## src/rtl/core/lqpm_pkg.sv

```systemverilog
// Package of the linked queue pool manager.
// Holds the opcodes, the datapath command set and the status bundle.
// Used by lqpm_ctrl, lqpm_dp and the top level; depends on nothing.
package lqpm_pkg;

  localparam logic [3:0] OP_ALLOC   = 4'd0;
  localparam logic [3:0] OP_FREE    = 4'd1;
  localparam logic [3:0] OP_ENQUEUE = 4'd2;
  localparam logic [3:0] OP_DEQUEUE = 4'd3;
  localparam logic [3:0] OP_REMOVE  = 4'd4;
  localparam logic [3:0] OP_PEEK    = 4'd5;
  localparam logic [3:0] OP_ADD     = 4'd6;
  localparam logic [3:0] OP_RFC     = 4'd7;
  localparam logic [3:0] OP_DETACH  = 4'd8;

  typedef enum logic [4:0] {
    CMD_NOP,
    CMD_CLEAR,
    CMD_CAPTURE,
    CMD_LD_TAIL,
    CMD_RD_NXT_T,
    CMD_TAKE_H,
    CMD_TAKE_N,
    CMD_TAKE_LINK,
    CMD_TAKE_CLR,
    CMD_INS_FIRST,
    CMD_INS_P,
    CMD_INS_T,
    CMD_PEEK,
    CMD_WALK_RD,
    CMD_WALK_ADV,
    CMD_RM_RD,
    CMD_RM_LINK,
    CMD_RM_CLR,
    CMD_RD_FCH_PAR,
    CMD_CL_FCH,
    CMD_ADD_START,
    CMD_SIB_RD,
    CMD_ADD_STEP,
    CMD_RFC_TAKE,
    CMD_RFC_UNLINK,
    CMD_RD_PARENT,
    CMD_DT_UP,
    CMD_DT_FCH,
    CMD_DT_HEAD,
    CMD_DT_STEP,
    CMD_DT_CLR,
    CMD_OUT
  } lqpm_cmd_e;

  typedef struct packed {
    logic [3:0] op;
    logic       bad;
    logic       p_none;
    logic       par_none;
    logic       t_none;
    logic       tsrc_none;
    logic       cnt_full;
    logic       w_eq_p;
    logic       s_none;
    logic       nxt_rd_end;
    logic       fch_rd_none;
    logic       fch_rd_eq_p;
    logic       sib_rd_none;
    logic       sib_rd_eq_p;
    logic       par_rd_none;
    logic       clr_done;
  } lqpm_status_t;

endpackage

```

## src/rtl/core/lqpm_ctrl.sv

```systemverilog
// Controller of the linked queue pool manager: sequences datapath commands.
// Depends on lqpm_pkg.
module lqpm_ctrl (
  input  logic                  clk_i,
  input  logic                  rst_ni,
  input  logic                  in_valid_i,
  output logic                  in_stall_o,
  output logic                  out_valid_o,
  input  logic                  out_stall_i,
  input  lqpm_pkg::lqpm_status_t status_i,
  output lqpm_pkg::lqpm_cmd_e    cmd_o
);
  import lqpm_pkg::*;

  typedef enum logic [5:0] {
    ST_CLEAR, ST_IDLE, ST_DISPATCH, ST_LD_TAIL,
    ST_TK_RD, ST_TK_H, ST_TK_N, ST_TK_LINK, ST_TK_CLR,
    ST_INS_FIRST, ST_INS_RD, ST_INS_H, ST_INS_P, ST_INS_T,
    ST_PK_RD, ST_PK,
    ST_RM_W, ST_RM_WRD, ST_RM_WADV, ST_RM_RD, ST_RM_LINK, ST_RM_CLR,
    ST_FCH_RD, ST_CL_FCH, ST_ADD_START, ST_ADD_W, ST_ADD_SRD, ST_ADD_STEP,
    ST_RFC_TAKE, ST_RFC_SRD, ST_RFC_UNLINK,
    ST_PAR_RD, ST_DT_UP, ST_DT_FCH, ST_DT_HEAD, ST_DT_W, ST_DT_SRD,
    ST_DT_STEP, ST_DT_CLR,
    ST_DONE
  } state_e;

  state_e state_q, state_d;
  logic   out_valid_q, out_valid_d;
  logic   out_load;

  assign in_stall_o  = (state_q != ST_IDLE);
  assign out_valid_o = out_valid_q;
  assign out_load    = (state_q == ST_DONE) && (!out_valid_q || !out_stall_i);

  always_comb begin
    case (state_q)
      ST_CLEAR:      cmd_o = CMD_CLEAR;
      ST_IDLE:       cmd_o = in_valid_i ? CMD_CAPTURE : CMD_NOP;
      ST_LD_TAIL:    cmd_o = CMD_LD_TAIL;
      ST_TK_RD:      cmd_o = CMD_RD_NXT_T;
      ST_TK_H:       cmd_o = CMD_TAKE_H;
      ST_TK_N:       cmd_o = CMD_TAKE_N;
      ST_TK_LINK:    cmd_o = CMD_TAKE_LINK;
      ST_TK_CLR:     cmd_o = CMD_TAKE_CLR;
      ST_INS_FIRST:  cmd_o = CMD_INS_FIRST;
      ST_INS_RD:     cmd_o = CMD_RD_NXT_T;
      ST_INS_H:      cmd_o = CMD_TAKE_H;
      ST_INS_P:      cmd_o = CMD_INS_P;
      ST_INS_T:      cmd_o = CMD_INS_T;
      ST_PK_RD:      cmd_o = CMD_RD_NXT_T;
      ST_PK:         cmd_o = CMD_PEEK;
      ST_RM_WRD:     cmd_o = CMD_WALK_RD;
      ST_RM_WADV:    cmd_o = CMD_WALK_ADV;
      ST_RM_RD:      cmd_o = CMD_RM_RD;
      ST_RM_LINK:    cmd_o = CMD_RM_LINK;
      ST_RM_CLR:     cmd_o = CMD_RM_CLR;
      ST_FCH_RD:     cmd_o = CMD_RD_FCH_PAR;
      ST_CL_FCH:     cmd_o = CMD_CL_FCH;
      ST_ADD_START:  cmd_o = CMD_ADD_START;
      ST_ADD_SRD:    cmd_o = CMD_SIB_RD;
      ST_ADD_STEP:   cmd_o = CMD_ADD_STEP;
      ST_RFC_TAKE:   cmd_o = CMD_RFC_TAKE;
      ST_RFC_SRD:    cmd_o = CMD_SIB_RD;
      ST_RFC_UNLINK: cmd_o = CMD_RFC_UNLINK;
      ST_PAR_RD:     cmd_o = CMD_RD_PARENT;
      ST_DT_UP:      cmd_o = CMD_DT_UP;
      ST_DT_FCH:     cmd_o = CMD_DT_FCH;
      ST_DT_HEAD:    cmd_o = CMD_DT_HEAD;
      ST_DT_SRD:     cmd_o = CMD_SIB_RD;
      ST_DT_STEP:    cmd_o = CMD_DT_STEP;
      ST_DT_CLR:     cmd_o = CMD_DT_CLR;
      ST_DONE:       cmd_o = out_load ? CMD_OUT : CMD_NOP;
      default:       cmd_o = CMD_NOP;
    endcase
  end

  always_comb begin
    state_d = state_q;
    case (state_q)
      ST_CLEAR:     if (status_i.clr_done) state_d = ST_IDLE;
      ST_IDLE:      if (in_valid_i) state_d = ST_DISPATCH;
      ST_DISPATCH: begin
        if (status_i.bad) begin
          state_d = ST_DONE;
        end else if (status_i.op <= OP_PEEK) begin
          state_d = ST_LD_TAIL;
        end else if (status_i.op == OP_DETACH) begin
          state_d = ST_PAR_RD;
        end else begin
          state_d = status_i.par_none ? ST_DONE : ST_FCH_RD;
        end
      end
      ST_LD_TAIL: begin
        case (status_i.op)
          OP_ALLOC, OP_DEQUEUE: state_d = status_i.tsrc_none ? ST_DONE : ST_TK_RD;
          OP_FREE, OP_ENQUEUE: begin
            if (status_i.p_none) state_d = ST_DONE;
            else if (status_i.tsrc_none) state_d = ST_INS_FIRST;
            else state_d = ST_INS_RD;
          end
          OP_REMOVE: state_d = ST_RM_W;
          OP_PEEK:   state_d = ST_PK_RD;
          default:   state_d = ST_DONE;
        endcase
      end
      ST_TK_RD:     state_d = ST_TK_H;
      ST_TK_H:      state_d = ST_TK_N;
      ST_TK_N:      state_d = ST_TK_LINK;
      ST_TK_LINK:   state_d = ST_TK_CLR;
      ST_TK_CLR:    state_d = ST_DONE;
      ST_INS_FIRST: state_d = ST_DONE;
      ST_INS_RD:    state_d = ST_INS_H;
      ST_INS_H:     state_d = ST_INS_P;
      ST_INS_P:     state_d = ST_INS_T;
      ST_INS_T:     state_d = ST_DONE;
      ST_PK_RD:     state_d = ST_PK;
      ST_PK:        state_d = ST_DONE;
      ST_RM_W: begin
        if (status_i.t_none || status_i.p_none || status_i.cnt_full) state_d = ST_DONE;
        else if (status_i.w_eq_p) state_d = ST_RM_RD;
        else state_d = ST_RM_WRD;
      end
      ST_RM_WRD:    state_d = ST_RM_WADV;
      ST_RM_WADV:   state_d = status_i.nxt_rd_end ? ST_DONE : ST_RM_W;
      ST_RM_RD:     state_d = ST_RM_LINK;
      ST_RM_LINK:   state_d = ST_RM_CLR;
      ST_RM_CLR:    state_d = ST_DONE;
      ST_FCH_RD: begin
        if (status_i.op == OP_ADD) begin
          state_d = status_i.p_none ? ST_CL_FCH : ST_ADD_START;
        end else begin
          state_d = ST_RFC_TAKE;
        end
      end
      ST_CL_FCH:    state_d = ST_DONE;
      ST_ADD_START: state_d = status_i.fch_rd_none ? ST_DONE : ST_ADD_W;
      ST_ADD_W:     state_d = status_i.cnt_full ? ST_DONE : ST_ADD_SRD;
      ST_ADD_SRD:   state_d = ST_ADD_STEP;
      ST_ADD_STEP:  state_d = status_i.sib_rd_none ? ST_DONE : ST_ADD_W;
      ST_RFC_TAKE:  state_d = status_i.fch_rd_none ? ST_DONE : ST_RFC_SRD;
      ST_RFC_SRD:   state_d = ST_RFC_UNLINK;
      ST_RFC_UNLINK: state_d = ST_DONE;
      ST_PAR_RD:    state_d = ST_DT_UP;
      ST_DT_UP:     state_d = status_i.par_rd_none ? ST_DONE : ST_DT_FCH;
      ST_DT_FCH:    state_d = status_i.fch_rd_eq_p ? ST_DT_HEAD : ST_DT_W;
      ST_DT_HEAD:   state_d = ST_DONE;
      ST_DT_W:      state_d = (status_i.cnt_full || status_i.s_none) ? ST_DONE : ST_DT_SRD;
      ST_DT_SRD:    state_d = ST_DT_STEP;
      ST_DT_STEP:   state_d = status_i.sib_rd_eq_p ? ST_DT_CLR : ST_DT_W;
      ST_DT_CLR:    state_d = ST_DONE;
      ST_DONE:      if (out_load) state_d = ST_IDLE;
      default:      state_d = ST_IDLE;
    endcase
  end

  always_comb begin
    out_valid_d = out_valid_q;
    if (out_load) begin
      out_valid_d = 1'b1;
    end else if (!out_stall_i) begin
      out_valid_d = 1'b0;
    end
  end

  always_ff @(posedge clk_i or negedge rst_ni) begin
    if (!rst_ni) begin
      state_q     <= ST_CLEAR;
      out_valid_q <= 1'b0;
    end else begin
      state_q     <= state_d;
      out_valid_q <= out_valid_d;
    end
  end

endmodule

```

## src/rtl/core/lqpm_dp.sv

```systemverilog
// Datapath of the linked queue pool manager: link memories, tail pointers,
// working registers and the result register. Depends on lqpm_pkg.
module lqpm_dp #(
  parameter int NODES  = 32,
  parameter int QUEUES = 8
) (
  input  logic                  clk_i,
  input  logic                  rst_ni,
  input  lqpm_pkg::lqpm_cmd_e    cmd_i,
  output lqpm_pkg::lqpm_status_t status_o,
  input  logic [3:0]            opcode_i,
  input  logic [2:0]            queue_sel_i,
  input  logic [4:0]            node_i,
  input  logic [4:0]            parent_node_i,
  output logic [4:0]            node_out_o,
  output logic                  found_o,
  output logic                  queue_empty_o,
  output logic                  childless_o
);
  import lqpm_pkg::*;

  localparam int LW    = $clog2(NODES + 1);
  localparam int IW    = $clog2(NODES);
  localparam int QW    = (QUEUES > 1) ? $clog2(QUEUES) : 1;
  localparam int CLR_N = (NODES > QUEUES) ? NODES : QUEUES;
  localparam int CLW   = $clog2(CLR_N);
  localparam logic [LW-1:0] NONE = LW'(NODES);

  logic [LW-1:0] nxt_mem [NODES];
  logic [LW-1:0] prv_mem [NODES];
  logic [LW-1:0] pl_mem  [NODES];
  logic [LW-1:0] fch_mem [NODES];
  logic [LW-1:0] sib_mem [NODES];
  logic [LW-1:0] qt_mem  [QUEUES];

  logic [3:0]     op_q;
  logic [QW-1:0]  qs_q;
  logic           bad_q;
  logic [LW-1:0]  p_q, par_q, t_q, w_q, h_q, n_q, s_q, sp_q, up_q, cnt_q, res_q;
  logic           cl_q;
  logic [LW-1:0]  ft_q;
  logic [CLW-1:0] clr_q;
  logic [LW-1:0]  nxt_rd_q, prv_rd_q, pl_rd_q, fch_rd_q, sib_rd_q, qt_rd_q;
  logic [4:0]     node_out_q;
  logic           found_q, qe_q, cl_out_q;

  logic [LW-1:0] nxt_ra, prv_ra, pl_ra, fch_ra, sib_ra;
  logic          nxt_we, prv_we, pl_we, fch_we, sib_we;
  logic [LW-1:0] nxt_wa, prv_wa, pl_wa, fch_wa, sib_wa;
  logic [LW-1:0] nxt_wd, prv_wd, pl_wd, fch_wd, sib_wd;
  logic          tail_we;
  logic [LW-1:0] tail_wd;
  logic          qt_we;
  logic [QW-1:0] qt_wa;
  logic [LW-1:0] qt_wd;

  logic          is_free, qs_ok, node_ok, par_ok, clr_in_nodes, clr_in_queues;
  logic [LW-1:0] tsrc, node_x, par_x;

  assign is_free       = (op_q <= OP_FREE);
  assign tsrc          = is_free ? ft_q : qt_rd_q;
  assign qs_ok         = 32'(queue_sel_i) < QUEUES;
  assign node_ok       = 32'(node_i) < NODES;
  assign par_ok        = 32'(parent_node_i) < NODES;
  assign node_x        = node_ok ? LW'(node_i) : NONE;
  assign par_x         = par_ok ? LW'(parent_node_i) : NONE;
  assign clr_in_nodes  = 32'(clr_q) < NODES;
  assign clr_in_queues = 32'(clr_q) < QUEUES;

  always_comb begin
    status_o.op          = op_q;
    status_o.bad         = bad_q;
    status_o.p_none      = (p_q >= NONE);
    status_o.par_none    = (par_q >= NONE);
    status_o.t_none      = (t_q >= NONE);
    status_o.tsrc_none   = (tsrc >= NONE);
    status_o.cnt_full    = (cnt_q == NONE);
    status_o.w_eq_p      = (w_q == p_q);
    status_o.s_none      = (s_q >= NONE);
    status_o.nxt_rd_end  = (nxt_rd_q == t_q) || (nxt_rd_q >= NONE);
    status_o.fch_rd_none = (fch_rd_q >= NONE);
    status_o.fch_rd_eq_p = (fch_rd_q == p_q);
    status_o.sib_rd_none = (sib_rd_q >= NONE);
    status_o.sib_rd_eq_p = (sib_rd_q == p_q);
    status_o.par_rd_none = (pl_rd_q >= NONE);
    status_o.clr_done    = (clr_q == CLW'(CLR_N - 1));
  end

  // Read addresses and write ports for the current command.
  always_comb begin
    nxt_ra = NONE; prv_ra = NONE; pl_ra = NONE; fch_ra = NONE; sib_ra = NONE;
    nxt_we = 1'b0; prv_we = 1'b0; pl_we = 1'b0; fch_we = 1'b0; sib_we = 1'b0;
    nxt_wa = NONE; prv_wa = NONE; pl_wa = NONE; fch_wa = NONE; sib_wa = NONE;
    nxt_wd = NONE; prv_wd = NONE; pl_wd = NONE; fch_wd = NONE; sib_wd = NONE;
    tail_we = 1'b0;
    tail_wd = NONE;
    case (cmd_i)
      CMD_CLEAR: begin
        nxt_we = clr_in_nodes; prv_we = clr_in_nodes; pl_we = clr_in_nodes;
        fch_we = clr_in_nodes; sib_we = clr_in_nodes;
        nxt_wa = LW'(clr_q); prv_wa = LW'(clr_q); pl_wa = LW'(clr_q);
        fch_wa = LW'(clr_q); sib_wa = LW'(clr_q);
        nxt_wd = (32'(clr_q) == NODES - 1) ? '0 : LW'(32'(clr_q) + 1);
        prv_wd = (clr_q == '0) ? LW'(NODES - 1) : LW'(32'(clr_q) - 1);
      end
      CMD_RD_NXT_T: nxt_ra = t_q;
      CMD_TAKE_H:   nxt_ra = nxt_rd_q;
      CMD_TAKE_LINK: begin
        if (h_q == t_q) begin
          tail_we = 1'b1;
        end else begin
          prv_we = 1'b1; prv_wa = n_q; prv_wd = t_q;
          nxt_we = 1'b1; nxt_wa = t_q; nxt_wd = n_q;
        end
      end
      CMD_TAKE_CLR: begin
        nxt_we = 1'b1; nxt_wa = h_q;
        prv_we = 1'b1; prv_wa = h_q;
        if (op_q == OP_ALLOC) begin
          pl_we = 1'b1; pl_wa = h_q;
          fch_we = 1'b1; fch_wa = h_q;
          sib_we = 1'b1; sib_wa = h_q;
        end
      end
      CMD_INS_FIRST: begin
        tail_we = 1'b1; tail_wd = p_q;
        nxt_we = 1'b1; nxt_wa = p_q; nxt_wd = p_q;
        prv_we = 1'b1; prv_wa = p_q; prv_wd = p_q;
      end
      CMD_INS_P: begin
        nxt_we = 1'b1; nxt_wa = p_q; nxt_wd = h_q;
        prv_we = 1'b1; prv_wa = p_q; prv_wd = t_q;
      end
      CMD_INS_T: begin
        prv_we = 1'b1; prv_wa = h_q; prv_wd = p_q;
        nxt_we = 1'b1; nxt_wa = t_q; nxt_wd = p_q;
        tail_we = 1'b1; tail_wd = p_q;
      end
      CMD_WALK_RD: nxt_ra = w_q;
      CMD_RM_RD: begin
        nxt_ra = p_q;
        prv_ra = p_q;
      end
      CMD_RM_LINK: begin
        // Removing the tail moves the tail to its successor, or empties a
        // ring of one.
        if (t_q == p_q) begin
          tail_we = 1'b1;
          tail_wd = ((nxt_rd_q == p_q) || (nxt_rd_q >= NONE)) ? NONE : nxt_rd_q;
        end
        prv_we = 1'b1; prv_wa = nxt_rd_q; prv_wd = prv_rd_q;
        nxt_we = 1'b1; nxt_wa = prv_rd_q; nxt_wd = nxt_rd_q;
      end
      CMD_RM_CLR: begin
        nxt_we = 1'b1; nxt_wa = p_q;
        prv_we = 1'b1; prv_wa = p_q;
      end
      CMD_RD_FCH_PAR: fch_ra = par_q;
      CMD_ADD_START: begin
        pl_we = 1'b1; pl_wa = p_q; pl_wd = par_q;
        if (fch_rd_q >= NONE) begin
          fch_we = 1'b1; fch_wa = par_q; fch_wd = p_q;
        end
      end
      CMD_SIB_RD: sib_ra = s_q;
      CMD_ADD_STEP: begin
        if (sib_rd_q >= NONE) begin
          sib_we = 1'b1; sib_wa = s_q; sib_wd = p_q;
        end
      end
      CMD_RFC_UNLINK: begin
        fch_we = 1'b1; fch_wa = par_q; fch_wd = sib_rd_q;
        pl_we = 1'b1; pl_wa = s_q;
        sib_we = 1'b1; sib_wa = s_q;
      end
      CMD_RD_PARENT: pl_ra = p_q;
      CMD_DT_UP: begin
        fch_ra = pl_rd_q;
        sib_ra = p_q;
      end
      CMD_DT_HEAD: begin
        fch_we = 1'b1; fch_wa = up_q; fch_wd = sp_q;
        pl_we = 1'b1; pl_wa = p_q;
        sib_we = 1'b1; sib_wa = p_q;
      end
      CMD_DT_STEP: begin
        if (sib_rd_q == p_q) begin
          sib_we = 1'b1; sib_wa = s_q; sib_wd = sp_q;
        end
      end
      CMD_DT_CLR: begin
        pl_we = 1'b1; pl_wa = p_q;
        sib_we = 1'b1; sib_wa = p_q;
      end
      default: begin
      end
    endcase
  end

  always_comb begin
    if (cmd_i == CMD_CLEAR) begin
      qt_we = clr_in_queues;
      qt_wa = QW'(clr_q);
      qt_wd = NONE;
    end else begin
      qt_we = tail_we && !is_free;
      qt_wa = qs_q;
      qt_wd = tail_wd;
    end
  end

  // Link memories: one write and one registered read each per cycle.
  always_ff @(posedge clk_i) begin
    if (nxt_we && (nxt_wa < NONE)) nxt_mem[nxt_wa[IW-1:0]] <= nxt_wd;
    nxt_rd_q <= (nxt_ra < NONE) ? nxt_mem[nxt_ra[IW-1:0]] : NONE;
  end

  always_ff @(posedge clk_i) begin
    if (prv_we && (prv_wa < NONE)) prv_mem[prv_wa[IW-1:0]] <= prv_wd;
    prv_rd_q <= (prv_ra < NONE) ? prv_mem[prv_ra[IW-1:0]] : NONE;
  end

  always_ff @(posedge clk_i) begin
    if (pl_we && (pl_wa < NONE)) pl_mem[pl_wa[IW-1:0]] <= pl_wd;
    pl_rd_q <= (pl_ra < NONE) ? pl_mem[pl_ra[IW-1:0]] : NONE;
  end

  always_ff @(posedge clk_i) begin
    if (fch_we && (fch_wa < NONE)) fch_mem[fch_wa[IW-1:0]] <= fch_wd;
    fch_rd_q <= (fch_ra < NONE) ? fch_mem[fch_ra[IW-1:0]] : NONE;
  end

  always_ff @(posedge clk_i) begin
    if (sib_we && (sib_wa < NONE)) sib_mem[sib_wa[IW-1:0]] <= sib_wd;
    sib_rd_q <= (sib_ra < NONE) ? sib_mem[sib_ra[IW-1:0]] : NONE;
  end

  always_ff @(posedge clk_i) begin
    if (qt_we) qt_mem[qt_wa] <= qt_wd;
    qt_rd_q <= qt_mem[qs_q];
  end

  always_ff @(posedge clk_i or negedge rst_ni) begin
    if (!rst_ni) begin
      ft_q  <= LW'(NODES - 1);
      clr_q <= '0;
    end else begin
      if (cmd_i == CMD_CLEAR) clr_q <= clr_q + 1'b1;
      if (tail_we && is_free) ft_q <= tail_wd;
    end
  end

  always_ff @(posedge clk_i) begin
    case (cmd_i)
      CMD_CAPTURE: begin
        op_q  <= opcode_i;
        qs_q  <= QW'(queue_sel_i);
        bad_q <= (opcode_i > OP_DETACH) ||
                 ((opcode_i >= OP_ENQUEUE) && (opcode_i <= OP_PEEK) && !qs_ok);
        p_q   <= node_x;
        par_q <= par_x;
        res_q <= NONE;
        cl_q  <= 1'b0;
        cnt_q <= '0;
      end
      CMD_LD_TAIL: begin
        t_q <= tsrc;
        w_q <= tsrc;
      end
      CMD_TAKE_H:    h_q <= nxt_rd_q;
      CMD_TAKE_N:    n_q <= nxt_rd_q;
      CMD_TAKE_CLR:  res_q <= h_q;
      CMD_PEEK:      res_q <= nxt_rd_q;
      CMD_WALK_ADV: begin
        w_q   <= nxt_rd_q;
        cnt_q <= cnt_q + 1'b1;
      end
      CMD_RM_CLR:    res_q <= p_q;
      CMD_CL_FCH:    cl_q <= (fch_rd_q >= NONE);
      CMD_ADD_START: s_q <= fch_rd_q;
      CMD_ADD_STEP: begin
        if (sib_rd_q < NONE) begin
          s_q   <= sib_rd_q;
          cnt_q <= cnt_q + 1'b1;
        end
      end
      CMD_RFC_TAKE: begin
        s_q  <= fch_rd_q;
        cl_q <= (fch_rd_q >= NONE);
      end
      CMD_RFC_UNLINK: begin
        res_q <= s_q;
        cl_q  <= (sib_rd_q >= NONE);
      end
      CMD_DT_UP:     up_q <= pl_rd_q;
      CMD_DT_FCH: begin
        s_q  <= fch_rd_q;
        sp_q <= sib_rd_q;
        cl_q <= (fch_rd_q >= NONE);
      end
      CMD_DT_HEAD: begin
        res_q <= p_q;
        cl_q  <= (sp_q >= NONE);
      end
      CMD_DT_STEP: begin
        if (sib_rd_q != p_q) begin
          s_q   <= sib_rd_q;
          cnt_q <= cnt_q + 1'b1;
        end
      end
      CMD_DT_CLR:    res_q <= p_q;
      CMD_OUT: begin
        found_q    <= (res_q < NONE);
        node_out_q <= (res_q < NONE) ? 5'(res_q) : 5'd0;
        qe_q       <= (op_q <= OP_PEEK) && !bad_q && (t_q >= NONE);
        cl_out_q   <= cl_q;
      end
      default: begin
      end
    endcase
    if (tail_we) t_q <= tail_wd;
  end

  assign node_out_o    = node_out_q;
  assign found_o       = found_q;
  assign queue_empty_o = qe_q;
  assign childless_o   = cl_out_q;

endmodule

```

## src/rtl/core/linked_queue_pool_manager.sv

```systemverilog
// Top level of the linked queue pool manager.
// Instantiates lqpm_ctrl and lqpm_dp; depends on lqpm_pkg.
//
// Usage: one request channel (in_valid_i / in_stall_o with opcode, queue,
// node and parent fields) and one result channel (out_valid_o / out_stall_i
// with node_out, found, queue_empty and childless). Every request gives
// exactly one result, in request order.
// Remove named, add child and detach child walk a chain, one link per pass
// through a wait, a read and a step state. The walks run on the single read
// port of each link memory, so one request is in flight at a time; the next
// request is taken the cycle after the previous result is registered.
// After reset the block runs a clearing pass that rebuilds the free ring and
// empties all queues and child links; in_stall_o is high during the pass.
// The result sits in an output register; a request can be accepted while
// that result waits. If the receiver stalls, a finished result waits in the
// controller until the output register is free again.
module linked_queue_pool_manager #(
  parameter int NODES  = 32,
  parameter int QUEUES = 8
) (
  input  logic       clk_i,
  input  logic       rst_ni,
  input  logic       in_valid_i,
  output logic       in_stall_o,
  input  logic [3:0] opcode_i,
  input  logic [2:0] queue_sel_i,
  input  logic [4:0] node_i,
  input  logic [4:0] parent_node_i,
  output logic       out_valid_o,
  input  logic       out_stall_i,
  output logic [4:0] node_out_o,
  output logic       found_o,
  output logic       queue_empty_o,
  output logic       childless_o
);
  import lqpm_pkg::*;

  // Command from the controller and status back from the datapath.
  lqpm_cmd_e    cmd;
  lqpm_status_t status;

  lqpm_ctrl u_ctrl (
    .clk_i       (clk_i),
    .rst_ni      (rst_ni),
    .in_valid_i  (in_valid_i),
    .in_stall_o  (in_stall_o),
    .out_valid_o (out_valid_o),
    .out_stall_i (out_stall_i),
    .status_i    (status),
    .cmd_o       (cmd)
  );

  lqpm_dp #(
    .NODES  (NODES),
    .QUEUES (QUEUES)
  ) u_dp (
    .clk_i         (clk_i),
    .rst_ni        (rst_ni),
    .cmd_i         (cmd),
    .status_o      (status),
    .opcode_i      (opcode_i),
    .queue_sel_i   (queue_sel_i),
    .node_i        (node_i),
    .parent_node_i (parent_node_i),
    .node_out_o    (node_out_o),
    .found_o       (found_o),
    .queue_empty_o (queue_empty_o),
    .childless_o   (childless_o)
  );

endmodule

```

## config.mk

```make
export PLATFORM = sky130hd
export DESIGN_NAME = linked_queue_pool_manager
export DESIGN_NICKNAME = d
export VERILOG_FILES = /design/src/rtl/core/lqpm_pkg.sv /design/src/rtl/core/lqpm_ctrl.sv /design/src/rtl/core/lqpm_dp.sv /design/src/rtl/core/linked_queue_pool_manager.sv
export SDC_FILE = /design/constraint.sdc
export NUM_CORES = 2
export LEC_CHECK = 0
export BUFFER_PORTS_ARGS = -buffer_cell sky130_fd_sc_hd__buf_4
export CAP_MARGIN = 20
export CORE_UTILIZATION = 40
export DETAILED_ROUTE_END_ITERATION = 8
export PLACE_DENSITY = 0.59
export SLEW_MARGIN = 40
export SYNTH_ARGS = -nofsm -noshare
export SYNTH_HDL_FRONTEND = slang
export SYNTH_SLANG_ARGS = --single-unit
export TNS_END_PERCENT = 20
```

## constraint.sdc

```tcl
create_clock -name clk_i -period 3.3 [get_ports clk_i]
set_input_delay 0.165 -clock clk_i [delete_from_list [all_inputs] [get_ports clk_i]]
set_output_delay 0.165 -clock clk_i [all_outputs]
set_load 0.01 [all_outputs]
```

==> metrics.csv <==
stage,metric,value,unit
global_route,grtUsageTotal,0.2105,
hold_path,hold_start,queue_sel_i[0],
global_route,overflow,0,
hold_path,holdPathStages,2,
sta,fin_crit,3.240,ns
finish,area_growth,18.74,%
sta,fin_crit_sh,0.9818,
critical_path,worstRegToRegCells,10,
place,io_buffers,30,
sta,clock_skew,0.02881,ns
critical_path,worst_ep_arrival_time,3.56,ns
synth,yosys_warnings,0,
clocking,clk_latency,0.72,ns
critical_path,worstPathRequired,3.62,ns
hold_path,hold_end,u_dp.qs_q[0],
synth,ys_seq_area_frac,0.6923,
clocking,clkTransAtPathRegs,0.07,ns
sta,hold_viol,0,
floorplan,floorplan.core_area,0.1206,mm^2
hold_path,hold_path_class,input port to register,
route,antenna_left,0,
place,gp_congestion,0.9692,
critical_path,rrSetupSlack,0.06,ns
finish,fin_cells,5569,
finish,fillers,10424,
route,num_vias,30883,
sta,setup_violations,0,
synth,synth_area,0.04893,mm^2
sta,worst_hold_slack,0.1899,ns
critical_path,critical_path_class,register to register,
sta,fmax,0.3086,GHz
place,place_ws,0.03854,ns
critical_path,startpoint_type,register,
floorplan,boundaryPins,31,
power,peakVddDrop,0.0004215,V
route,wl_per_cell,23.25,um
clocking,cts_buffer_depth,3,
clocking,tritoncts,done,
floorplan,rows,127,
critical_path,r2r-end,u_dp.nxt_mem[20][1],
synth,ys_top_cells_by_area,"edfxtp_1 67%, mux4_2 4.4%, nand2_1 4.2%",
finish,drive_gt1_frac,0.2118,
sta,worst_pin_slew,0.8077,ns
floorplan,dieArea,0.1237,mm^2
synth,ys_types,98,
finish,num-nets-final,3885,
clocking,numCtsBuffers,116,
synth,yosysTopAreaCellShare,0.6683,
power,p_leak,0.02106,uW
finish,final_util,0.4818,
global_route,antenna_found_initial,4,
synth,yosysMostFrequentCell,edfxtp_1,
critical_path,cp-end-kind,register,
status,outcome,"complete, no violations",
synth,syn_avg_cell_area,14.11,um^2
synth,yosys.area.top_type,edfxtp_1,
place,dp.cells,5331,
floorplan,die_h,351.8,um
route,finalWirelength,129500,um
synth,synthArstFlopShare,0.01575,
critical_path,crit_fanout,25,
route,viasPerCell,5.546,
critical_path,rr_startpoint,u_ctrl.state_q[3],
route,drc,0,
clocking,h-tree-depth,3,
global_route,grt_max_degree,80,
clocking,postCtsSetupRepairBufs,0,
global_route,grt_pass1_wl,195500,um
route,dr.first_iter.drc_count,3332,
sta,fin_ws,0.05997,ns
synth,yosys_most_used_dff,edfxtp_1,
floorplan,die_w,351.8,um
clocking,clock-sinks,1143,
sta,maxSlewViolCount,0,
finish,diodes,0,
place,dp_hpwl,85870,um
synth,synthCells,3469,
global_route,first_global_vias,30595,
power,powerDensity,711.0,mW/mm^2
sta,rsz0062_at_grt,true,
flow_run,maxCapViolCount,0,
clocking,cts_root_buffer,clkbuf_16,
synth,ys_ff_latch,1143,
sta,timing.slew.headroom,0.4616,
synth,synth.top_cells.by_count,"1089 x edfxtp_1, 547 x nand2_1, 271 x nor2_1",
synth,synth-edff-count,1089,
synth,syn_nets,3495,
floorplan,initial_core_util,0.4057,
route,first_pass_iters,8,
worst max-delay path by stage:
| stage | end | slack (ns) | start | depth (start not counted) |
|---|---|---|---|---|
| finish | u_dp.nxt_mem[20][1] | 0.06 | u_ctrl.state_q[3] | 10 |
| global route | u_dp.nxt_mem[21][4] | -0.08 | u_ctrl.state_q[3] | 11 |
| floorplan | u_dp.fch_mem[0][5] | 0.04 | u_ctrl.state_q[0] | 6 |
| CTS | u_dp.nxt_mem[7][3] | 0.00002 | u_ctrl.state_q[1] | 9 |
| detailed placement | u_dp.nxt_mem[7][4] | 0.04 | u_ctrl.state_q[1] | 9 |
| global placement | u_dp.prv_rd_q[5] | 0.06 | u_ctrl.state_q[1] | 8 |
where the power goes:
part	leakage [uW]	switching [uW]	total [uW]	internal [uW]
combinational	0.00832	6210	9870	3660
clock	0.00189	5560	13400	7860
sequential	0.0109	510	18000	17500
worst max-delay path, stage by stage (launching register included):
cell and delay (ns):
dfrtp_1 0.46, buf_12 0.21, nand2_1 0.19, buf_4 0.20, nor3_1 0.33, buf_4 0.22, o21ai_0 0.09, nand4_1 0.19
buf_4 0.18, nand3_1 0.22, nor2_1 0.56
registers in the layout (all words and copies together) (netlist names), 6 cells and up:
signal and count:
u_dp.ft_q 6, u_dp.fch_mem 192, u_dp.n_q 6, u_dp.prv_mem 192
u_dp.pl_mem 192, u_dp.pl_rd_q 6, u_dp.t_q 6, u_dp.h_q 6
u_dp.res_q 6, u_dp.nxt_rd_q 6, u_dp.sp_q 6, u_dp.qt_mem 48
u_dp.sib_rd_q 6, u_dp.nxt_mem 192, u_dp.w_q 6, u_dp.s_q 6
u_dp.qt_rd_q 6, u_dp.prv_rd_q 6, u_dp.fch_rd_q 6, u_ctrl.state_q 6
u_dp.sib_mem 192, u_dp.cnt_q 6, u_dp.up_q 6
area by class of cell:
cell class | count | area [um^2] | share of cell area
Clock buffer | 148 | 3157 | 0.05433
Timing Repair Buffer | 481 | 4156 | 0.07153
Sequential cell | 1143 | 33880 | 0.5831
Clock inverter | 68 | 750.7 | 0.01292
Tap cell | 1612 | 2017 | 0.03471
Multi-Input combinational cell | 2075 | 13980 | 0.2407
Inverter | 42 | 157.7 | 0.002713
per-layer routing:
metal / track usage / part of all wire
met2: 0.3261 / 0.46
met1: 0.3019 / 0.44
met3: 0.02959 / 0.066
met4: 0.07737 / 0.035
met5: 0 / 0
timing repair:
item	4_1_cts	5_1_grt
gates resized for setup	0	16
hold buffers	22	0
hold endpoints to repair	38	0
setup endpoints to repair	0	315
logic make-up after synthesis:
logic type      after synthesis  share of synthesized area
simple gates               1234                     0.1138
compound gates              470                    0.06934
flops                      1143                     0.6923
buf+inv                     251                    0.02442
xor+xnor                     52                   0.009307
mux                         314                    0.08954
fa+ha+maj                     5                   0.001278
stage by stage:
stage / TNS, ns / power [uW] / instance area (um^2)
floorplan: 0 / 23580 / 48930
detailed placement: 0 / 27960 / 53930
global route: -1.688 / 42780 / 58100
finish: 0 / 41310 / 58100
CTS: 0 / 41390 / 58060
global placement: 0 / 27930 / 53910
cell usage in the layout (no fill, tap or decap), types with 39 or more instances in the layout:
| cell type | instances |
|---|---|
| mux2i_1 | 179 |
| buf_4 | 419 |
| mux2_2 | 40 |
| inv_1 | 40 |
| nor2_1 | 261 |
| a31oi_1 | 40 |
| nand2_1 | 546 |
| nand3_1 | 181 |
| a22oi_1 | 41 |
| and3_1 | 49 |
| buf_12 | 39 |
| clkbuf_16 | 119 |
| a21oi_1 | 99 |
| edfxtp_1 | 1089 |
| o21ai_0 | 53 |
| mux4_2 | 95 |
(Power assumes the default switching activity.)
